## config.mk

```make
export PLATFORM = sky130hd
export DESIGN_NAME = gbc_cell
export DESIGN_NICKNAME = d
export VERILOG_FILES = /design/src/hdl/gbc_pkg.sv /design/src/hdl/gbc_cell.sv
export SDC_FILE = /design/constraint.sdc
export NUM_CORES = 1
export LEC_CHECK = 0
export ABC_AREA = 1
export BUFFER_PORTS_ARGS = -buffer_cell sky130_fd_sc_hd__buf_2
export CORE_MARGIN = 8
export CORE_UTILIZATION = 42
export CTS_BUF_LIST = sky130_fd_sc_hd__clkbuf_4 sky130_fd_sc_hd__clkbuf_8
export DETAILED_ROUTE_END_ITERATION = 7
export PLACE_DENSITY = 0.81
export REMOVE_ABC_BUFFERS = 1
export SYNTH_ARGS = -nofsm -noshare
export SYNTH_HDL_FRONTEND = slang
export SYNTH_SLANG_ARGS = --single-unit
```

## constraint.sdc

```tcl
create_clock -name clk -period 0.8 [get_ports clk]
set_input_delay 0.08 -clock clk [delete_from_list [all_inputs] [get_ports clk]]
set_output_delay 0.08 -clock clk [all_outputs]
set_load 0.01 [all_outputs]
```

## src/hdl/gbc_pkg.sv

```systemverilog
// shared types and constants for the gyro bias calibrator
package gbc_pkg;

  localparam int WINDOW_SAMPLES_DEF = 128;
  localparam int AXES               = 3;
  localparam int SAMPLE_W           = 16;
  localparam int OUT_W              = SAMPLE_W + 1;
  localparam int TICK_W             = 32;
  localparam int CFG_W              = 32;
  localparam int CFG_INDEX_W        = 8;
  localparam int ENTRY_W            = AXES * SAMPLE_W;

  localparam logic [CFG_W-1:0] LIMIT_RESET = CFG_W'(4000);
  localparam logic [CFG_W-1:0] TICK_RESET  = CFG_W'(1);

  // register indexes on the configuration port
  localparam logic [CFG_INDEX_W-1:0] REG_VARIANCE_LIMIT = CFG_INDEX_W'(0);
  localparam logic [CFG_INDEX_W-1:0] REG_EARLIEST_TICK  = CFG_INDEX_W'(1);

  typedef logic [ENTRY_W-1:0] entry_t;

  // load strobes for the arithmetic stages of an axis lane
  typedef struct packed {
    logic go2;
    logic go3;
    logic go4;
    logic go5;
  } stage_go_t;

endpackage

```

## src/hdl/gbc_cell.sv

```systemverilog
// one window cell: holds a three-axis sample and passes it on per item
module gbc_cell (
  input  logic            clk,
  input  logic            shift,
  input  gbc_pkg::entry_t d,
  output gbc_pkg::entry_t q
);
  import gbc_pkg::*;

  always_ff @(posedge clk) begin
    if (shift) begin
      q <= d;
    end
  end

endmodule

```

==> impl_metrics.toml <==
[outcome]
status = "complete, but fails checks"
violations = "negative setup slack"

[cells_and_area]
top_register = "q"
fill_cells = 204
reg_top3 = "q (48)"
num_antenna_cells = 0
stdcell_area_mm2 = 0.002569
area_delta_synth_final_pct = 78.21
stdcell_count = 249
nMultiInputCombCells = 0
largest_register_ffs = 48
drive_gt1_share_pct = 52.22
multiInputGateArea_um2 = 0
final_nets = 252

[clock_network]
clk_pin_slew_ns = 0.13
htree_levels = 2
cts_tree = "yes"
post-cts-setup-buffers = 0
clockBufferDepth = 2
clock-sinks = 48
clockRootBuffer = "clkbuf_4"
cts_buffers = 5

[detailed_routing]
drtAntennaViolNets = 0
routedWlPerCell_um = 16.93
route.detailed.drc = 0
wl_mm = 4.216
detailroute.via_count = 1070
drt_first_pass_iters = 4
vias_per_cell = 4.297
dr.first_iter.drc_count = 54

[power]
ir_drop_v = 0.001540
totalPowerFinal_w = 0.004728
p_leak_nw = 1.107
powerDensity_mw_per_mm2 = 1841

[place]
portBuffers = 97
dp_slack_ns = 0.07197
place_area_mm2 = 0.002024
dpl.cell_count = 193
globalplace.congestion = 0.7015

[synth]
yosysWarnings = 0
syn_area_per_cell_um2 = 30.03
ys_types = 1
synth_area_leader_cell = "edfxtp_1"
synth_area_mm2 = 0.001441
netlist_instances = 48
synth-seq-cells = 48
seq_area_frac_synth_pct = 100.0
yosys.area.top_type_share_pct = 100.0
synthTopCellsByArea = "edfxtp_1"

[setup_path]
path_class = "reg -> out"
start_kind = "register"
path_max_fanout = 1
cp.arrival_ns = 0.92
cp_slowest_stage_delay_ns = 0.42
crit_slowest_cell = "edfxtp_1"
worstPathBufferInverterCount = 1
worstPathRequired_ns = 0.72
end_kind = "output pin"
crit_family = "flip-flops"
path_cells = "buf_2"

[floorplan]
start_util_pct = 43.54
num_rows = 21
dieArea_mm2 = 0.005562
die_w_um = 74.58
core_mm2 = 0.003311
ios = 98
chipHeight_um = 74.58

[timing]
drv_slew = 0
timing.final.ws_setup_ns = -0.2036
maxSlewHeadroom_pct = 90.14
layout_min_cycle_time_ns = 1.004
rsz0062_at_grt = "true"
hold_viol_final = 0
finalSetupViolCount = 48
fin_hold_ws_ns = 0.1653
fmax_mhz = 996.5
fin_crit_sh_pct = 125.4
worst_pin_slew_ns = 0.1479

[grt]
grt_max_degree = 29
grt_first_pass_wirelength_mm = 6.189
grt-ovfl-total = 0
grt_usage_pct = 15.66
antenna_found_initial = 0
grt_pass1_vias = 1182

[run]
max_cap_viol_count = 0

[min_path]
hp-class = "in -> reg"
report_power, final:
part / leakage (nW) / switching (W) / total, W / internal, W
Sequential: 0.470 / 0.0000556 / 0.00304 / 0.00298
Clock: 0.0324 / 0.000672 / 0.000995 / 0.000323
Combinational: 0.605 / 0.000305 / 0.000693 / 0.000388
cell usage after synthesis (all sizes together):
library cell	count
edfxtp	48
what timing repair did:
item                                    in CTS  in global routing
resized for setup                            0                  3
hold buffers                                48                  0
endpoints found under the hold margin       48                  0
endpoints found under the setup margin      48                 48
layout by cell type (no fill, tap or decap), drive strengths merged:
cell / synthesis / final
clkbuf: 0 / 5
clkinv: 0 / 3
edfxtp: 48 / 48
buf: 0 / 99
dlygate4sd3: 0 / 48
logic make-up after synthesis:
| logic type | count (synthesis) | synth area share, % |
|---|---|---|
| DFF | 48 | 100.0 |
stage by stage:
step	TNS (ns)	util, %
finish	-7.649	77.59
global route	-10.18	77.59
CTS	-8.352	77.21
detailed placement	0	61.15
global placement	0	61.15
floorplan	0	-
final cells by class:
type / instances / area (um2) / area share (%)
Clock inverter: 3 / 13.76 / 0.5358
Tap cell: 46 / 57.56 / 2.241
Timing Repair Buffer: 147 / 1018 / 39.65
Clock buffer: 5 / 37.54 / 1.461
Sequential cell: 48 / 1441 / 56.11
path summary, 6_finish.rpt:
kind,start,endpoint,cells after the start
worst min-delay path,shift,q[29],2
worst max-delay path,q[14],q[14],1
layer usage:
| layer | wire length (um) | track usage (%) | up-vias |
|---|---|---|---|
| li1 | - | - | 499 |
| met1 | 1444 | 15.63 | 500 |
| met2 | 2218 | 27.40 | 67 |
| met3 | 527 | 8.221 | 4 |
| met4 | 27 | 4.783 | 0 |
| met5 | 0 | 0 | - |
No activity file was read; power rests on OpenSTA's default activity.
