**src/hdl/gbc_pkg.sv**
```systemverilog
// shared types and constants for the gyro bias calibrator
package gbc_pkg;

  localparam int WINDOW_SAMPLES_DEF = 128;
  localparam int AXES               = 3;
  localparam int SAMPLE_W           = 16;
  localparam int OUT_W              = SAMPLE_W + 1;
  localparam int TICK_W             = 32;
  localparam int CFG_W              = 32;
  localparam int CFG_INDEX_W        = 8;
  localparam int ENTRY_W            = AXES * SAMPLE_W;

  localparam logic [CFG_W-1:0] LIMIT_RESET = CFG_W'(4000);
  localparam logic [CFG_W-1:0] TICK_RESET  = CFG_W'(1);

  // register indexes on the configuration port
  localparam logic [CFG_INDEX_W-1:0] REG_VARIANCE_LIMIT = CFG_INDEX_W'(0);
  localparam logic [CFG_INDEX_W-1:0] REG_EARLIEST_TICK  = CFG_INDEX_W'(1);

  typedef logic [ENTRY_W-1:0] entry_t;

  // load strobes for the arithmetic stages of an axis lane
  typedef struct packed {
    logic go2;
    logic go3;
    logic go4;
    logic go5;
  } stage_go_t;

endpackage

```
**src/hdl/gbc_axis.sv**
```systemverilog
// per-axis lane: running sums, stillness test and bias candidate
module gbc_axis #(
  parameter int WINDOW_SAMPLES = gbc_pkg::WINDOW_SAMPLES_DEF
) (
  input  logic                                clk,
  input  logic                                rst,
  input  gbc_pkg::stage_go_t                  go,
  input  logic signed [gbc_pkg::SAMPLE_W-1:0] x,
  input  logic signed [gbc_pkg::SAMPLE_W-1:0] old,
  input  logic        [gbc_pkg::CFG_W-1:0]    limit,
  output logic                                still,
  output logic signed [gbc_pkg::SAMPLE_W-1:0] bias
);
  import gbc_pkg::*;

  localparam int LOG_N = $clog2(WINDOW_SAMPLES);
  localparam int DIF_W = SAMPLE_W + 1;
  localparam int SQV_W = 2 * SAMPLE_W - 1;
  localparam int SUM_W = SAMPLE_W + LOG_N;
  localparam int SQ_W  = SQV_W + LOG_N;
  localparam int P_W   = 2 * SUM_W - 1;
  localparam int T_W   = SQ_W + 1;
  localparam int TH_W  = T_W + LOG_N + 1;
  localparam int REC_K = SUM_W + LOG_N;
  localparam int M_W   = SUM_W + 2;
  localparam int QP_W  = SUM_W + M_W;
  localparam int Q_W   = SAMPLE_W + 1;
  // reciprocal of the window length, exact for any magnitude below 2^SUM_W
  localparam logic [63:0]    REC_M  = (64'd1 << REC_K) / 64'(WINDOW_SAMPLES) + 64'd1;
  localparam logic [M_W-1:0] REC_MV = M_W'(REC_M);

  logic signed [2*SAMPLE_W-1:0] x_sq;
  logic signed [2*SAMPLE_W-1:0] o_sq;
  logic        [SQV_W-1:0]      sq_new;
  logic        [SQV_W-1:0]      sq_old;
  logic signed [DIF_W-1:0]      dif;

  logic signed [SUM_W-1:0]      sum;
  logic        [SQ_W-1:0]       sq_sum;

  logic signed [2*SUM_W-1:0]    sum_sq;
  logic        [SUM_W-1:0]      sum_u;
  logic        [P_W-1:0]        pp;
  logic                         ge;
  logic        [T_W-1:0]        t1;
  logic        [SUM_W-1:0]      mag;
  logic                         neg4;

  logic        [TH_W-1:0]       thr;
  logic        [QP_W-1:0]       qp;
  logic        [QP_W-1:0]       qp5;
  logic                         neg5;
  logic        [Q_W-1:0]        q;
  logic        [Q_W-1:0]        b;

  assign x_sq = x * x;
  assign o_sq = old * old;

  // squares and sample change
  always_ff @(posedge clk) begin
    if (go.go2) begin
      sq_new <= x_sq[SQV_W-1:0];
      sq_old <= o_sq[SQV_W-1:0];
      dif    <= DIF_W'(x) - DIF_W'(old);
    end
  end

  // running sums over the window
  always_ff @(posedge clk) begin
    if (rst) begin
      sum    <= '0;
      sq_sum <= '0;
    end else if (go.go3) begin
      sum    <= sum + SUM_W'(dif);
      sq_sum <= sq_sum + SQ_W'(sq_new) - SQ_W'(sq_old);
    end
  end

  assign sum_sq = sum * sum;
  assign sum_u  = sum;

  // spread < limit  <=>  sq_sum < limit  or  sum^2 >= N * (sq_sum - limit + 1)
  always_ff @(posedge clk) begin
    if (go.go4) begin
      pp   <= sum_sq[P_W-1:0];
      ge   <= sq_sum >= SQ_W'(limit);
      t1   <= T_W'(sq_sum) - T_W'(limit) + T_W'(1);
      mag  <= sum[SUM_W-1] ? (~sum_u + SUM_W'(1)) : sum_u;
      neg4 <= sum[SUM_W-1];
    end
  end

  assign thr = TH_W'(t1) * TH_W'(WINDOW_SAMPLES);
  assign qp  = QP_W'(mag) * QP_W'(REC_MV);

  always_ff @(posedge clk) begin
    if (go.go5) begin
      still <= !ge || (TH_W'(pp) >= thr);
      qp5   <= qp;
      neg5  <= neg4;
    end
  end

  // mean truncated toward zero
  assign q    = qp5[REC_K +: Q_W];
  assign b    = neg5 ? (~q + Q_W'(1)) : q;
  assign bias = signed'(b[SAMPLE_W-1:0]);

endmodule

```
**config.mk**
```make
export PLATFORM = sky130hd
export DESIGN_NAME = gbc_axis
export DESIGN_NICKNAME = d
export VERILOG_FILES = /design/src/hdl/gbc_pkg.sv /design/src/hdl/gbc_axis.sv
export SDC_FILE = /design/constraint.sdc
export NUM_CORES = 2
export LEC_CHECK = 0
export BUFFER_PORTS_ARGS = -buffer_cell sky130_fd_sc_hd__buf_2
export CAP_MARGIN = 20
export CORE_MARGIN = 2
export CORE_UTILIZATION = 60
export CTS_BUF_LIST = sky130_fd_sc_hd__clkbuf_2
export DETAILED_ROUTE_END_ITERATION = 8
export PLACE_DENSITY = 0.83
export SYNTH_ARGS = -nofsm -noshare
export SYNTH_HDL_FRONTEND = slang
export SYNTH_SLANG_ARGS = --single-unit
```
**constraint.sdc**
```tcl
create_clock -name clk -period 9.7 [get_ports clk]
set_input_delay 2.425 -clock clk [delete_from_list [all_inputs] [get_ports clk]]
set_output_delay 2.425 -clock clk [all_outputs]
set_load 0.02 [all_outputs]
```
==> results.md <==
- Status: complete, no violations
- # fillers: 6856
- Critical Path Source Type: input port
- Worst Path Arrival: 8.90 ns
- CORE AREA: 84900 µm²
- Die W: 296 µm
- FF+latch area: 7110 µm²
- RePlAce Congestion: 0.953
- Clock Latency Late Sink: 1.02 ns
- Worst R2R Start: sum[3]$_SDFFE_PP0P_
- Synth-to-layout area growth: 4.67%
- Fin. Hold Viols: 0
- Vias per cell: 5.46
- Nets: 6987
- Initial antenna violation count: 9
- Warnings, synthesis: 0
- Syn Nets: 6910
- Hold wc startpoint: mag[17]$_DFFE_PP_
- Worst-margin pin slew: 1.06 ns
- CP max FO: 12
- DP Cell Count: 6491
- Row count: 107
- Critical R2R Capture: pp[44]$_DFFE_PP_
- Skew final: 0.0896 ns
- Flops & latches, synth: 257
- Post-Route WL: 120 mm
- Setup total negative slack: 0 ns
- Final Non-Filler Cells: 6620
- Synth unique cells: 80
- RSZ-0062 raised after global routing: false
- Synth Flop Type: edfxtp_1
- Hold Path Sink: qp5[40]$_DFFE_PP_
- Worst reg-to-reg setup slack: 1.56 ns
- Post-Synthesis Cells: 5344
- Layout cell share with drive strength beyond 1: 0.0502
- Min Tclk post-route: 8.14 ns
- Final setup viols: 0
- Max-cap violations: 0
- IO Count: 87
- Crit end category: register
- CTS buffer count: 72
- Detailed Place HPWL: 101 mm
- Drt pass-1 iters: 6
- First-pass GRT wire length: 199 mm
- Total global routing overflow: 0
- # hold bufs at CTS: 0
- Hold path cells: 0
- Share of the synthesized area in the top cell type: 0.400
- Worst min path class: register to register
- Number of global-route vias before repair: 39600
- Largest net degree at the start of global routing: 78
- DRC: 0
- DIE AREA: 87700 µm²
- Total track usage: 0.292
- H-tree depth: 3
- Leading area contributor after synthesis: fa_1
- WL per Instance: 18.1 µm
- # resized after CTS: 0
- CTS sink cnt: 257
- Crit Path Class: input port to register
- DRT iter0 DRCs: 2435
- Postcts setup bufs: 0
- Syn_area_per_cell: 9.59 µm²
- Root Buffer: clkbuf_2
- Max-slew headroom: 0.295
- CTS tree: yes
- Post-synth EDFFs: 196
- R2R cell count: 23
- Max clock buf depth: 3
- Count of final max-slew check failures: 0
- Tcrit/Tclk final: 0.839
- Die Span Y: 296 µm
- DRT antenna net count: 0
- I/O Buffers: 86
- Worst path required time: 10.46 ns
- Post-Syn Area: 51200 µm²
- Via count: 36100
- Synth top area cells: fa_1 (40%), ha_1 (12%), edfxtp_1 (11%)
- Async SR Flop Fraction: 0
- Multi-input gate area in the final layout: 38200 µm²
- Initial Util: 0.604
- Clock transition at the registers of the reported paths: 0.10 ns
- Seq/Total Area, Yosys: 0.139
- Max Fclk: 123 MHz
[metrics by stage]
step	util	setup WS [ns]	instance area, µm²	hold WS [ns]
3_5_place_dp	0.624	0.604	53000	0.405
3_3_place_gp	0.624	0.790	53000	0.401
5_1_grt	0.632	1.15	53600	0.425
6_report	0.632	1.56	53600	0.418
4_1_cts	0.632	1.61	53600	0.422
2_1_floorplan	-	1.31	51200	0.400
[state kept, by name, summed over array words and instances, names as in the netlist, 17 cells and up]
| name | count |
|---|---|
| dif | 17 |
| pp | 44 |
| sq_new | 30 |
| sq_old | 30 |
| sq_sum | 38 |
| sum | 23 |
| t1 | 39 |
[critical path: stages]
cell and delay [ns]:
buf_2 0.35, inv_1 0.31, nor2_1 0.28, fa_1 0.42, inv_1 0.08, fa_1 0.43, fa_1 0.48, fa_1 0.51
inv_1 0.06, fa_1 0.51, fa_1 0.53, ha_1 0.41, a21o_1 0.21, a21oi_1 0.25, nand2_1 0.08, a21oi_1 0.37
o21ai_1 0.23, a221oi_1 0.36, a21oi_1 0.16, a21o_1 0.20, a21oi_1 0.17, xnor2_1 0.08
[metal layers]
metal,global-route usage,vias up,part of all wire
met1,0.360,17900,0.38
met5,0,-,0.00028
li1,-,16500,-
met4,0.132,6,0.050
met2,0.495,1329,0.49
met3,0.0585,336,0.081
[synth_stat cells, types with 5 or more instances]
library cell and instances:
clkinv_1 9, a21boi_0 8, o21ai_0 110, nand4_1 21, or2_2 7, a21o_1 98
a41oi_1 5, inv_1 1436, nor2_1 263, buf_1 8, or3_1 13, nand2b_1 39
o21a_1 32, xnor2_1 187, a21oi_1 183, o21bai_1 33, ha_1 472, edfxtp_1 196
nand2_1 397, mux2i_1 34, a31oi_1 22, a211o_1 7, nor2b_1 51, xor2_1 62
and3_1 23, fa_1 1024, o31ai_1 18, clkbuf_1 120, and2_1 154, nor3_1 56
o22ai_1 8, nand3_1 46, nor4_1 6, o21ai_1 7, a211oi_1 21, o2111ai_1 5
or4_1 7, o211ai_1 9, dfxtp_1 61
[layout make-up]
type                       count  area share
timing repair buffer         132      0.0146
sequential                   257       0.133
clock buffer                  91     0.00849
antenna                        2   0.0000933
clock inverter                36     0.00380
multi-input combinational   3509       0.712
inverter                    1449       0.101
tap                         1144      0.0267
[cells by family after synthesis]
kind of cell	share of synthesized area
AOI/OAI and AO/OA	0.0796
xor gates and xnor gates	0.0426
adders and majority gates	0.515
buffers and inverters	0.116
DFF	0.139
muxes	0.00708
and+or+nand+nor	0.101
[layout by cell type (no fill, tap or decap), types with 8 or more instances in the layout]
cell type     n
fa_1       1024
dfxtp_1      57
o211ai_1      9
mux2i_1      34
clkbuf_2     91
ha_1        472
a21oi_1     183
and3_1       23
a21o_1       98
and2_1      154
o31ai_1      18
nand2_1     397
xor2_1       62
xnor2_1     187
o21a_1       32
o22ai_1       8
o21ai_0     110
buf_2        84
o21bai_1     33
or3_1        13
nor2b_1      51
nand2b_1     39
nand3_1      46
clkinv_2     10
inv_1      1436
a21boi_0      8
nand4_1      21
a31oi_1      22
nor2_1      263
nor3_1       56
a211oi_1     21
edfxtp_1    196
buf_4        48
clkinv_1     31
[worst max-delay path by stage]
stage                              startpoint                    to  slack (ns)  depth (start not counted)
after global routing                    x[10]  sq_new[29]$_DFFE_PP_        1.15                         22
after CTS                 sum[3]$_SDFFE_PP0P_      pp[44]$_DFFE_PP_        1.61                         23
after global placement                  x[15]  sq_new[30]$_DFFE_PP_        0.79                         21
after floorplan                       old[15]  sq_old[30]$_DFFE_PP_        1.31                         18
after detailed placement                x[10]  sq_new[29]$_DFFE_PP_        0.60                         22
final                                   x[10]  sq_new[29]$_DFFE_PP_        1.56                         22
Power is not shown: default switching activity piles up to over one toggle a cycle in this logic, so the estimate is an artifact.
